<file path="src/hdl/plist_pkg.sv">
package plist_pkg;

  // Opcodes of an input item
  typedef enum logic [1:0] {
    OP_INSERT   = 2'd0,
    OP_DELETE   = 2'd1,
    OP_TRAVERSE = 2'd2,
    OP_IGNORE   = 2'd3
  } opcode_e;

  // Status codes of a result item
  typedef enum logic [1:0] {
    ST_OK    = 2'd0,
    ST_RANGE = 2'd1,
    ST_FULL  = 2'd2
  } status_e;

  localparam int unsigned PosWidth  = 6;
  localparam int unsigned WordWidth = 32;
  localparam int unsigned LenWidth  = 6;

  // Per-cell control for one cycle
  typedef struct packed {
    logic load;        // take the inserted word
    logic from_left;   // take the word of the cell one position nearer the head
    logic from_right;  // take the word of the cell one position nearer the tail
    logic sel;         // drive the read tap
  } cell_ctl_t;

endpackage

</file>
<file path="src/hdl/plist_cell.sv">
module plist_cell #(
  parameter int unsigned DATA_WIDTH = 32
) (
  input  logic                  clk_i,
  input  plist_pkg::cell_ctl_t  ctl_i,
  input  logic [DATA_WIDTH-1:0] word_i,
  input  logic [DATA_WIDTH-1:0] left_i,
  input  logic [DATA_WIDTH-1:0] right_i,
  output logic [DATA_WIDTH-1:0] data_o,
  output logic [DATA_WIDTH-1:0] tap_o
);
  import plist_pkg::*;

  logic [DATA_WIDTH-1:0] data_q;
  logic [DATA_WIDTH-1:0] data_d;

  always_comb begin
    data_d = data_q;
    if (ctl_i.load) begin
      data_d = word_i;
    end else if (ctl_i.from_left) begin
      data_d = left_i;
    end else if (ctl_i.from_right) begin
      data_d = right_i;
    end
  end

  // Payload only, no reset
  always_ff @(posedge clk_i) begin
    data_q <= data_d;
  end

  assign data_o = data_q;
  assign tap_o  = ctl_i.sel ? data_q : '0;

endmodule

</file>
<file path="src/hdl/positional_list_insert_delete.sv">
// Bounded positional list built as a row of CAPACITY shift cells; cell k holds
// list position k+1. An insert at position p loads cell p-1 and moves every
// later cell one step toward the tail; a delete at p returns cell p-1 and moves
// every later cell one step toward the head. Both finish in the cycle the item
// is accepted, so insert, delete, error and ignored items each give one result
// with last set. A traverse gives one result per entry, tail first, one per
// cycle unless the output stalls, from a read tap on the row (a single result
// for an empty list); the input is stalled until its final result is loaded.
// The result register can hold one finished item while the output is stalled;
// a new item is taken when no traverse runs and that register is empty or
// being emptied. Insert into a full list reports status full before any
// position check; a position of zero or past the end reports status range and
// leaves the list as it was. Stored words keep DATA_WIDTH bits; the low CW bits
// cross the ports, zero-extended on output. Cell contents have no reset; only
// positions below the current length are ever read.
module positional_list_insert_delete #(
  parameter int unsigned CAPACITY   = 32,
  parameter int unsigned DATA_WIDTH = 32
) (
  input  logic                            clk_i,
  input  logic                            rst_ni,
  input  logic                            in_valid_i,
  output logic                            in_stall_o,
  input  logic [1:0]                      opcode_i,
  input  logic [plist_pkg::PosWidth-1:0]  position_i,
  input  logic [plist_pkg::WordWidth-1:0] item_data_i,
  output logic                            out_valid_o,
  input  logic                            out_stall_i,
  output logic [1:0]                      status_o,
  output logic [plist_pkg::WordWidth-1:0] out_data_o,
  output logic [plist_pkg::LenWidth-1:0]  list_length_o,
  output logic                            last_o
);
  import plist_pkg::*;

  localparam int unsigned IW   = $clog2(CAPACITY);
  localparam int unsigned CNTW = $clog2(CAPACITY + 1);
  localparam int unsigned CMPW = ((CNTW > PosWidth) ? CNTW : PosWidth) + 1;
  // bits of a word that cross the fixed-width ports
  localparam int unsigned CW   = (DATA_WIDTH < WordWidth) ? DATA_WIDTH : WordWidth;

  typedef enum logic {
    S_IDLE,
    S_TRAV
  } state_e;

  state_e                state_q, state_d;
  logic [CNTW-1:0]       count_q, count_d;
  logic [IW-1:0]         rd_idx_q, rd_idx_d;
  logic                  out_valid_q, out_valid_d;
  logic [1:0]            status_q, status_d;
  logic [WordWidth-1:0]  out_data_q, out_data_d;
  logic [LenWidth-1:0]   length_q, length_d;
  logic                  last_q, last_d;

  logic                  out_free;
  logic                  in_acc;
  logic                  ins_en;
  logic                  del_en;
  logic [CMPW-1:0]       pos_x;
  logic [CMPW-1:0]       cnt_x;
  logic [CMPW-1:0]       pidx;
  logic [IW-1:0]         rd_sel;
  logic [DATA_WIDTH-1:0] word_in;
  logic [DATA_WIDTH-1:0] tap_data;
  logic [DATA_WIDTH-1:0] res_word;

  cell_ctl_t             ctl    [CAPACITY];
  logic [DATA_WIDTH-1:0] cell_w [CAPACITY];
  logic [DATA_WIDTH-1:0] tap_w  [CAPACITY];

  // Handshake: the result register must be free to take a new item
  assign out_free   = !out_valid_q || !out_stall_i;
  assign in_stall_o = (state_q != S_IDLE) || !out_free;
  assign in_acc     = in_valid_i && !in_stall_o;

  assign pos_x = CMPW'(position_i);
  assign cnt_x = CMPW'(count_q);
  assign pidx  = pos_x - CMPW'(1);

  always_comb begin
    word_in         = '0;
    word_in[CW-1:0] = item_data_i[CW-1:0];
  end

  // Read tap: delete reads its position, a traverse starts at the tail
  always_comb begin
    if (state_q == S_TRAV) begin
      rd_sel = rd_idx_q;
    end else if (opcode_i == OP_DELETE) begin
      rd_sel = pidx[IW-1:0];
    end else begin
      rd_sel = IW'(count_q - CNTW'(1));
    end
  end

  // Row of cells
  for (genvar i = 0; i < CAPACITY; i++) begin : g_cell
    logic [DATA_WIDTH-1:0] left_w;
    logic [DATA_WIDTH-1:0] right_w;

    if (i == 0) begin : g_head
      assign left_w = '0;
    end else begin : g_mid_l
      assign left_w = cell_w[i-1];
    end
    if (i == CAPACITY - 1) begin : g_tail
      assign right_w = '0;
    end else begin : g_mid_r
      assign right_w = cell_w[i+1];
    end

    assign ctl[i].load       = ins_en && (pidx == CMPW'(i));
    assign ctl[i].from_left  = ins_en && (pidx < CMPW'(i));
    assign ctl[i].from_right = del_en && (pidx <= CMPW'(i));
    assign ctl[i].sel        = (rd_sel == IW'(i));

    plist_cell #(
      .DATA_WIDTH(DATA_WIDTH)
    ) u_cell (
      .clk_i  (clk_i),
      .ctl_i  (ctl[i]),
      .word_i (word_in),
      .left_i (left_w),
      .right_i(right_w),
      .data_o (cell_w[i]),
      .tap_o  (tap_w[i])
    );
  end

  // At most one cell drives its tap
  always_comb begin
    tap_data = '0;
    for (int k = 0; k < CAPACITY; k++) begin
      tap_data = tap_data | tap_w[k];
    end
  end

  // Next-state and result logic
  always_comb begin
    state_d     = state_q;
    count_d     = count_q;
    rd_idx_d    = rd_idx_q;
    out_valid_d = out_valid_q && out_stall_i;
    status_d    = status_q;
    out_data_d  = out_data_q;
    length_d    = length_q;
    last_d      = last_q;
    ins_en      = 1'b0;
    del_en      = 1'b0;
    res_word    = '0;

    case (state_q)
      S_IDLE: begin
        if (in_acc) begin
          out_valid_d = 1'b1;
          status_d    = ST_OK;
          last_d      = 1'b1;
          case (opcode_i)
            OP_INSERT: begin
              if (cnt_x == CMPW'(CAPACITY)) begin
                status_d = ST_FULL;
              end else if (pos_x == '0 || pos_x > cnt_x + CMPW'(1)) begin
                status_d = ST_RANGE;
              end else begin
                ins_en  = 1'b1;
                count_d = count_q + CNTW'(1);
              end
            end
            OP_DELETE: begin
              if (pos_x == '0 || pos_x > cnt_x) begin
                status_d = ST_RANGE;
              end else begin
                del_en   = 1'b1;
                res_word = tap_data;
                count_d  = count_q - CNTW'(1);
              end
            end
            OP_TRAVERSE: begin
              if (count_q != '0) begin
                res_word = tap_data;
                if (count_q != CNTW'(1)) begin
                  last_d   = 1'b0;
                  rd_idx_d = IW'(count_q - CNTW'(2));
                  state_d  = S_TRAV;
                end
              end
            end
            default: begin
            end
          endcase
          length_d = LenWidth'(count_d);
        end
      end
      S_TRAV: begin
        if (out_free) begin
          out_valid_d = 1'b1;
          status_d    = ST_OK;
          res_word    = tap_data;
          length_d    = LenWidth'(count_q);
          last_d      = (rd_idx_q == '0);
          rd_idx_d    = rd_idx_q - IW'(1);
          if (rd_idx_q == '0) begin
            state_d = S_IDLE;
          end
        end
      end
      default: begin
        state_d = S_IDLE;
      end
    endcase

    if (out_valid_d && !(out_valid_q && out_stall_i)) begin
      out_data_d         = '0;
      out_data_d[CW-1:0] = res_word[CW-1:0];
    end
  end

  always_ff @(posedge clk_i or negedge rst_ni) begin
    if (!rst_ni) begin
      state_q     <= S_IDLE;
      count_q     <= '0;
      rd_idx_q    <= '0;
      out_valid_q <= 1'b0;
      status_q    <= ST_OK;
      out_data_q  <= '0;
      length_q    <= '0;
      last_q      <= 1'b0;
    end else begin
      state_q     <= state_d;
      count_q     <= count_d;
      rd_idx_q    <= rd_idx_d;
      out_valid_q <= out_valid_d;
      status_q    <= status_d;
      out_data_q  <= out_data_d;
      length_q    <= length_d;
      last_q      <= last_d;
    end
  end

  assign out_valid_o   = out_valid_q;
  assign status_o      = status_q;
  assign out_data_o    = out_data_q;
  assign list_length_o = length_q;
  assign last_o        = last_q;

`ifndef SYNTHESIS
  a_count_bound: assert property (@(posedge clk_i) disable iff (!rst_ni)
    count_q <= CNTW'(CAPACITY))
    else $error("entry count above capacity");

  a_trav_nonempty: assert property (@(posedge clk_i) disable iff (!rst_ni)
    state_q == S_TRAV |-> count_q != '0 && CNTW'(rd_idx_q) < count_q)
    else $error("traverse index outside the list");

  a_insert_grows: assert property (@(posedge clk_i) disable iff (!rst_ni)
    ins_en |=> count_q == $past(count_q) + CNTW'(1))
    else $error("insert did not grow the list");

  a_delete_shrinks: assert property (@(posedge clk_i) disable iff (!rst_ni)
    del_en |=> count_q == $past(count_q) - CNTW'(1))
    else $error("delete did not shrink the list");

  a_trav_holds_len: assert property (@(posedge clk_i) disable iff (!rst_ni)
    state_q == S_TRAV |=> $stable(count_q))
    else $error("list changed during traverse");
`endif

endmodule
</file>
<file path="config.mk">
export PLATFORM = sky130hd
export DESIGN_NAME = positional_list_insert_delete
export DESIGN_NICKNAME = d
export VERILOG_FILES = /design/src/hdl/plist_pkg.sv /design/src/hdl/plist_cell.sv /design/src/hdl/positional_list_insert_delete.sv
export SDC_FILE = /design/constraint.sdc
export NUM_CORES = 2
export LEC_CHECK = 0
export ABC_AREA = 1
export BUFFER_PORTS_ARGS = -buffer_cell sky130_fd_sc_hd__buf_2
export CORE_AREA = 2 2 463 465
export CTS_BUF_LIST = sky130_fd_sc_hd__clkbuf_8
export DETAILED_ROUTE_END_ITERATION = 6
export DIE_AREA = 0 0 465 467
export PLACE_DENSITY = 0.44
export REMOVE_ABC_BUFFERS = 1
export SETUP_SLACK_MARGIN = 0.2
export SYNTH_ARGS = -nofsm -noshare
export SYNTH_HDL_FRONTEND = slang
export SYNTH_SLANG_ARGS = --single-unit
</file>
<file path="constraint.sdc">
create_clock -name clk_i -period 6.65 [get_ports clk_i]
set_input_delay 0 -clock clk_i [delete_from_list [all_inputs] [get_ports clk_i]]
set_output_delay 0 -clock clk_i [all_outputs]
set_load 0.01 [all_outputs]
</file>
== After elaboration in Yosys (flattened, before gate mapping) ==
Index checks and enable logic that the tools add are counted.

* Flip-flop bits (word level): 1078
* Word-level logic and storage cells: 545

* Add/subtract/negate cells: 6
* Magnitude comparators: 66
* Equal/unequal tests: 71
* Mux-type cells: 181
* Bitwise logic cells: 32
* Reductions and logical operators: 149

{| class="wikitable"
|+ Operator list
! kind !! count
|-
| $mux W32 || 132
|-
| $or A32 B32 Y32 || 31
|-
| $pmux W32 S2 || 2
|-
| $eq A7 B5 Y1 const B || 16
|-
| $le A7 B5 Y1 const B || 16
|-
| $lt A7 B5 Y1 const B || 16
|-
| $logic_and A1 B1 Y1 || 99
|-
| $reduce_bool A3 Y1 || 32
|-
| $eq A5 B5 Y1 const B || 16
|-
| $eq A7 B4 Y1 const B || 8
|-
| $le A7 B4 Y1 const B || 8
|-
| $lt A7 B4 Y1 const B || 8
|-
| $eq A5 B4 Y1 const B || 8
|-
| $mux W5 || 7
|-
| $mux W6 || 5
|-
| $eq A7 B3 Y1 const B || 4
|-
| $le A7 B3 Y1 const B || 4
|-
| $lt A7 B3 Y1 const B || 4
|-
| $mux W1 || 24
|-
| $pmux W6 S2 || 2
|-
| $eq A5 B3 Y1 const B || 4
|-
| $eq A7 B2 Y1 const B || 2
|-
| $le A7 B1 Y1 const B || 2
|-
| $le A7 B2 Y1 const B || 2
|-
| other kinds (32) || 53
|}

== Logic depth before layout (Yosys ltp) ==
* Depth after elaboration: 40
* Depth in mapped cells: 21
* Mapped depth without buffers: 19

== Modules after synthesis ==
Synthesis repeated with hierarchy kept, for this count alone.

* Cell total of the unflattened synthesis: 11961
* Area, all modules: 78039.8 µm²

{| class="wikitable"
|+ Modules (own cells, without submodules)
! module !! instances !! cells each !! area each (µm²) !! seq. area each (µm²)
|-
| plist_cell || 32 || 341 || 2229.6 || 960.9
|-
| positional_list_insert_delete || 1 || 1049 || 6691.4 || 1351.3
|}

== Worst setup path before layout ==
OpenSTA, ideal clock, no wires.

* Path type: reg2reg
* From: register count_q[0]
* To: register g_cell[10].u_cell.data_q[0] (enable)
* Setup time: 0.466 ns
* Arrival: 4.899 ns
* Data required time: 6.184 ns
* Path slack: 1.286 ns
* Cell stages (with the launch flop): 20
* Path buffers: 2
* Clock period less this slack: 5.364 ns
* Cells stage by stage: dfrtp_1 ha_1 nand3_1 xor2_1 ha_1 a21oi_1 nor2_1 nor2_1 nand2_1 nand3_1 nand2_2 nor2_4 nand3_4 inv_2 buf_6 nand2_1 inv_2 buf_2 nor2_1 o21ai_0

* Word-level cells in the longest chain between the ends: 10

{| class="wikitable"
|+ Ends and longest elaborated chain
! what !! line !! text
|-
| start, declared || positional_list_insert_delete.sv:48 || <nowiki>logic [CNTW-1:0] count_q, count_d;</nowiki>
|-
| start signal, assigned || positional_list_insert_delete.sv:231 || <nowiki>count_q <= count_d;</nowiki>
|-
| $add A6 B1 Y7 || positional_list_insert_delete.sv:163 || <nowiki>end else if (pos_x == '0 || pos_x > cnt_x + CMPW'(1)) begin</nowiki>
|-
| $gt A6 B7 Y1 || positional_list_insert_delete.sv:163 ||
|-
| $logic_or A1 B1 Y1 || positional_list_insert_delete.sv:163 ||
|-
| $mux W1 || positional_list_insert_delete.sv:163 ||
|-
| $mux W1 || positional_list_insert_delete.sv:161 || <nowiki>if (cnt_x == CMPW'(CAPACITY)) begin</nowiki>
|-
| $mux W1 || positional_list_insert_delete.sv:159 || <nowiki>case (opcode_i)</nowiki>
|-
| $mux W1 || positional_list_insert_delete.sv:155 || <nowiki>if (in_acc) begin</nowiki>
|-
| $mux W1 || positional_list_insert_delete.sv:153 || <nowiki>case (state_q)</nowiki>
|-
| $logic_and A1 B1 Y1 (on tied branches) || positional_list_insert_delete.sv:114, positional_list_insert_delete.sv:113 ||
|-
| $reduce_bool A3 Y1 (no line) (*) || n/a ||
|-
| end signal, assigned || plist_cell.sv:30 || <nowiki>data_q <= data_d;</nowiki>
|-
| end, declared || plist_cell.sv:14 || <nowiki>logic [DATA_WIDTH-1:0] data_q;</nowiki>
|}

Every way passes the cells marked *; elsewhere a longest branch is shown, timed or not.
A chain may end at the register's enable or synchronous reset.

== Worst setup path after layout ==
* From: register count_q[2]
* To: register g_cell[0].u_cell.data_q[31], data pin

* Word-level cells in the longest chain between the ends: 11

{| class="wikitable"
|+ Ends and longest elaborated chain
! what !! line !! text
|-
| $add A6 B1 Y7 || positional_list_insert_delete.sv:163 ||
|-
| $gt A6 B7 Y1 || positional_list_insert_delete.sv:163 ||
|-
| $logic_or A1 B1 Y1 || positional_list_insert_delete.sv:163 ||
|-
| $mux W1 || positional_list_insert_delete.sv:163 ||
|-
| $mux W1 (*) || positional_list_insert_delete.sv:161 ||
|-
| $mux W1 (*) || positional_list_insert_delete.sv:159 ||
|-
| $mux W1 (*) || positional_list_insert_delete.sv:155 ||
|-
| $mux W1 (*) || positional_list_insert_delete.sv:153 ||
|-
| $logic_and A1 B1 Y1 || positional_list_insert_delete.sv:114 || <nowiki>assign ctl[i].from_left = ins_en && (pidx < CMPW'(i));</nowiki>
|-
| $mux W32 || plist_cell.sv:21 || <nowiki>end else if (ctl_i.from_left) begin</nowiki>
|-
| $mux W32 (*) || plist_cell.sv:19 || <nowiki>if (ctl_i.load) begin</nowiki>
|-
| via g_cell[0].u_cell.data_d[31] || plist_cell.sv:15 || <nowiki>logic [DATA_WIDTH-1:0] data_d;</nowiki>
|-
| end signal, assigned || plist_cell.sv:30 ||
|-
| end, declared || plist_cell.sv:14 ||
|}

The timed path passes the listed nets; every way through them passes the cells marked *.

==> flow_summary.html <==
<table>
<tr><th>Metric</th><th>Value</th></tr>
<tr><th colspan="2">Outcome</th></tr>
<tr><td>Status</td><td>complete, no violations</td></tr>
<tr><th colspan="2">Die</th></tr>
<tr><td>Number of ports placed on the die boundary</td><td>87</td></tr>
<tr><td>Die Span X</td><td>465 um</td></tr>
<tr><td>Die area</td><td>217,200 um2</td></tr>
<tr><td>Starting density of the core</td><td>0.3090</td></tr>
<tr><td>FP Rows</td><td>169</td></tr>
<tr><td>Core ar.</td><td>211,700 um2</td></tr>
<tr><td>Height of the die</td><td>467 um</td></tr>
<tr><th colspan="2">Global routing</th></tr>
<tr><td>Pin count of the biggest net entering global routing</td><td>132</td></tr>
<tr><td>Antenna violations before repair</td><td>7</td></tr>
<tr><td>Overall fraction of global-route tracks in use</td><td>0.2983</td></tr>
<tr><td>Wire length of the first global-routing pass</td><td>471,700 um</td></tr>
<tr><td>Vias in the first global route</td><td>63,160</td></tr>
<tr><td>Total gr overflow</td><td>0</td></tr>
<tr><th colspan="2">Synth</th></tr>
<tr><td>Cell type contributing the most total cell area after synthesis</td><td>edfxtp_1</td></tr>
<tr><td>Netlist Area Pre-Place</td><td>65,410 um2</td></tr>
<tr><td>Area fraction of the dominant cell type after synthesis</td><td>0.4701</td></tr>
<tr><td>Post-Synthesis Cells</td><td>8,094</td></tr>
<tr><td>Cells taking the most area after synthesis</td><td>edfxtp_1 (47%), o21ai_0 (9.3%), nand2_1 (8.6%)</td></tr>
<tr><td>Share of the yosys chip area belonging to registers</td><td>0.4908</td></tr>
<tr><td>Number of flip-flops and latches in the synthesized netlist</td><td>1,078</td></tr>
<tr><td>Average footprint of a synthesized cell</td><td>8.081 um2</td></tr>
<tr><td>Share of flip-flops with an asynchronous set or reset after synthesis</td><td>0.05009</td></tr>
<tr><td>Post-synth top cells</td><td>nand2_1 (1,501), o21ai_0 (1,211), edfxtp_1 (1,024), nor2_1 (829), nand3_1 (598)</td></tr>
<tr><td>Most instantiated library cell after synthesis</td><td>nand2_1</td></tr>
<tr><td>Synth warn</td><td>0</td></tr>
<tr><td>Number of flops mapped to enable cells by yosys</td><td>1,024</td></tr>
<tr><td>Predominant post-synthesis flop cell</td><td>edfxtp_1</td></tr>
<tr><td>Number of library cell types mapped by synthesis</td><td>47</td></tr>
<tr><th colspan="2">Place</th></tr>
<tr><td>Number of port buffers</td><td>86</td></tr>
<tr><td>Number of placed instances with taps included</td><td>10,440</td></tr>
<tr><td>Placed instance area</td><td>68,600 um2</td></tr>
<tr><td>Detailed Place HPWL</td><td>226,300 um</td></tr>
<tr><td>Global placement routability congestion</td><td>0.9150</td></tr>
<tr><th colspan="2">Clocking</th></tr>
<tr><td>Clock Root Buffer</td><td>clkbuf_8</td></tr>
<tr><td>Number of clock sinks</td><td>1,078</td></tr>
<tr><td>Count of buffers added by post-CTS timing repair for setup</td><td>0</td></tr>
<tr><td>Clock-pin transition on the worst setup and hold timing paths</td><td>0.06 ns</td></tr>
<tr><td>TritonCTS clock tree</td><td>done</td></tr>
<tr><td>Clk_lat worst skew</td><td>1.01 ns</td></tr>
<tr><td>Buffer depth of the longest clock path</td><td>3</td></tr>
<tr><td>Cts hold-fix bufs</td><td>55</td></tr>
<tr><td>H-tree depth reported by CTS</td><td>4</td></tr>
<tr><td>Total clock buffers created by CTS</td><td>206</td></tr>
<tr><td>Post-CTS resize count</td><td>0</td></tr>
<tr><th colspan="2">Job</th></tr>
<tr><td>Max-Cap Viols</td><td>0</td></tr>
<tr><th colspan="2">Timing</th></tr>
<tr><td>Final setup viols</td><td>0</td></tr>
<tr><td>Final worst path period share</td><td>0.7635</td></tr>
<tr><td>Clock skew</td><td>0.03678 ns</td></tr>
<tr><td>Pins Over Slew Limit</td><td>0</td></tr>
<tr><td>Final count of hold timing violations</td><td>0</td></tr>
<tr><td>Transition at the pin with the smallest max-transition slack</td><td>1.304 ns</td></tr>
<tr><td>Unrepaired setup endpoints after global routing</td><td>false</td></tr>
<tr><td>Worst slew slack as a fraction of its limit</td><td>0.1286</td></tr>
<tr><td>Peak Freq</td><td>197.0 MHz</td></tr>
<tr><td>Final critical-path required period</td><td>5.077 ns</td></tr>
<tr><td>Hold Slack</td><td>0.02988 ns</td></tr>
<tr><th colspan="2">Power</th></tr>
<tr><td>Total power</td><td>0.02433 W</td></tr>
<tr><td>Leak Pwr</td><td>27.77 nW</td></tr>
<tr><td>Max VDD drop</td><td>0.4021 mV</td></tr>
<tr><td>PwrDens</td><td>333.7 nW/um2</td></tr>
<tr><th colspan="2">Setup path</th></tr>
<tr><td>Highest fanout seen on the critical path</td><td>32</td></tr>
<tr><td>Critical path capture point type</td><td>flip-flop</td></tr>
<tr><td>Critical path launch point type</td><td>flip-flop</td></tr>
<tr><td>Data arrival time of the critical path</td><td>5.77 ns</td></tr>
<tr><td>Class of the most critical setup path</td><td>flip-flop to flip-flop</td></tr>
<tr><td>Required time of the critical path</td><td>7.34 ns</td></tr>
<tr><th colspan="2">Cells and area</th></tr>
<tr><td>Finished Core Util</td><td>0.3445</td></tr>
<tr><td>Non-Filler Instances</td><td>10,880</td></tr>
<tr><td>Total Nets Final</td><td>7,957</td></tr>
<tr><td>Proportion of layout cells with a drive suffix above 1</td><td>0.08523</td></tr>
<tr><td>Synth-to-Final Area Change</td><td>11.47%</td></tr>
<tr><td>Post-route standard cell area excluding fillers</td><td>72,920 um2</td></tr>
<tr><th colspan="2">Routing</th></tr>
<tr><td>Vias after detailed routing</td><td>66,030</td></tr>
<tr><td>DRT antenna net count</td><td>0</td></tr>
<tr><td>Initial DRC Count</td><td>8,307</td></tr>
<tr><td>Total wire length after detailed routing</td><td>335,000 um</td></tr>
<tr><td>WL/cell</td><td>30.80 um</td></tr>
<tr><td>Detailed-routing iteration count for the pre-antenna-repair pass</td><td>6</td></tr>
<tr><td>Vias per cell</td><td>6.070</td></tr>
<tr><td># DRC</td><td>0</td></tr>
<tr><th colspan="2">Worst hold path</th></tr>
<tr><td>Worst min-delay path category</td><td>input pin to flip-flop</td></tr>
</table>
==> flip-flops by register name, indices dropped and copies added, names as in the netlist <==
signal and count:
count_q 6, g_cell.u_cell.data_o 1024, last_o 1, list_length_o 6
out_data_o 32, out_valid_o 1, rd_idx_q 5, state_q 1
status_o 2
==> worst paths after layout <==
| kind | startpoint | endpoint | slack, ns | depth (start not counted) |
|---|---|---|---|---|
| max in group asynchronous | rst_ni | out_data_o[12] | 5.07 | 4 |
| worst min register to register | out_data_o[24] | out_data_o[24] | 0.47 | 2 |
| worst min-delay path | item_data_i[24] | g_cell[12].u_cell.data_o[24] | 0.03 | 4 |
| worst max-delay path | count_q[2] | g_cell[0].u_cell.data_o[31] | 1.57 | 21 |
| worst max register to register | count_q[2] | g_cell[0].u_cell.data_o[31] | 1.57 | 21 |
| min in group asynchronous | rst_ni | out_data_o[27] | 0.37 | 4 |
==> logic make-up (layout without fill, tap and decap cells) <==
family | Yosys count | after routing | share of synthesized area
and+or+nand+nor | 3572 | 3572 | 0.2413
AOI/OAI and AO/OA | 2253 | 2253 | 0.1899
buffers and inverters | 1158 | 1113 | 0.07204
DFF | 1078 | 1078 | 0.4908
adders and majority gates | 28 | 28 | 0.005356
xor gates and xnor gates | 5 | 5 | 0.0006695
other | 0 | 7 | 0
==> per-layer routing <==
metal	track usage	share of wire	vias to the layer above	wire [um]
met5	0	0	-	0
met4	0.1928	0.072	0	24050
met3	0.04659	0.078	767	26250
met2	0.4753	0.46	3545	152900
met1	0.3764	0.39	32960	131800
li1	-	-	28760	-
==> layout by cell type, fill, tap and decap left out, types with 26 or more instances in the layout <==
master,n
a21oi_1,270
a22oi_1,26
a31oi_1,93
buf_12,26
buf_2,85
buf_4,178
clkbuf_8,217
clkinv_1,61
dfrtp_1,54
dlygate4sd3_1,55
edfxtp_1,1024
ha_1,28
inv_1,431
inv_2,26
nand2_1,1479
nand2_2,28
nand3_1,595
nand4_1,516
nor2_1,808
nor2_4,41
nor3_1,78
o211ai_1,155
o21ai_0,1210
o21ai_1,72
o22ai_1,370
==> report_power, final <==
part | switching (W) | internal, W | leakage (nW)
Sequential | 0.000272 | 0.00771 | 9.94
Clock | 0.00326 | 0.00310 | 2.20
Combinational | 0.00806 | 0.00193 | 15.6
Total | 0.0116 | 0.0127 | 27.8
==> worst max-delay path, cell delays in order, from the launching register on <==
cell and delay [ns]:
dfrtp_1 0.51, ha_1 0.24, nand3_1 0.10, nor2_1 0.14
xor2_1 0.20, ha_1 0.27, and3_1 0.19, nand2_1 0.07
nand2_1 0.06, nand3_1 0.08, nand2_2 0.09, nor2_4 0.15
nand3_4 0.18, inv_2 0.38, buf_4 0.36, nand2_4 0.07
inv_2 0.30, buf_4 0.51, nand2_2 0.31, buf_4 0.33
nand2_1 0.09, o21ai_0 0.08
==> layout make-up <==
class / count / area [um2]
Clock buffer: 217 / 2987
Antenna cell: 7 / 17.52
Clock inverter: 155 / 716.9
Tap cell: 2821 / 3530
Timing Repair Buffer: 347 / 2903
Sequential cell: 1078 / 32100
Multi-Input combinational cell: 5858 / 29170
Inverter: 394 / 1489
Fill cell: 22380 / 138700
==> metrics by stage <==
stage | setup TNS [ns] | setup slack (ns)
after floorplan | -194.88 | -4.225
after CTS | 0 | 1.343
after global placement | 0 | 1.421
after detailed placement | 0 | 1.378
final | 0 | 1.573
after global routing | 0 | 1.218
Power figures use the tool's default switching activity.
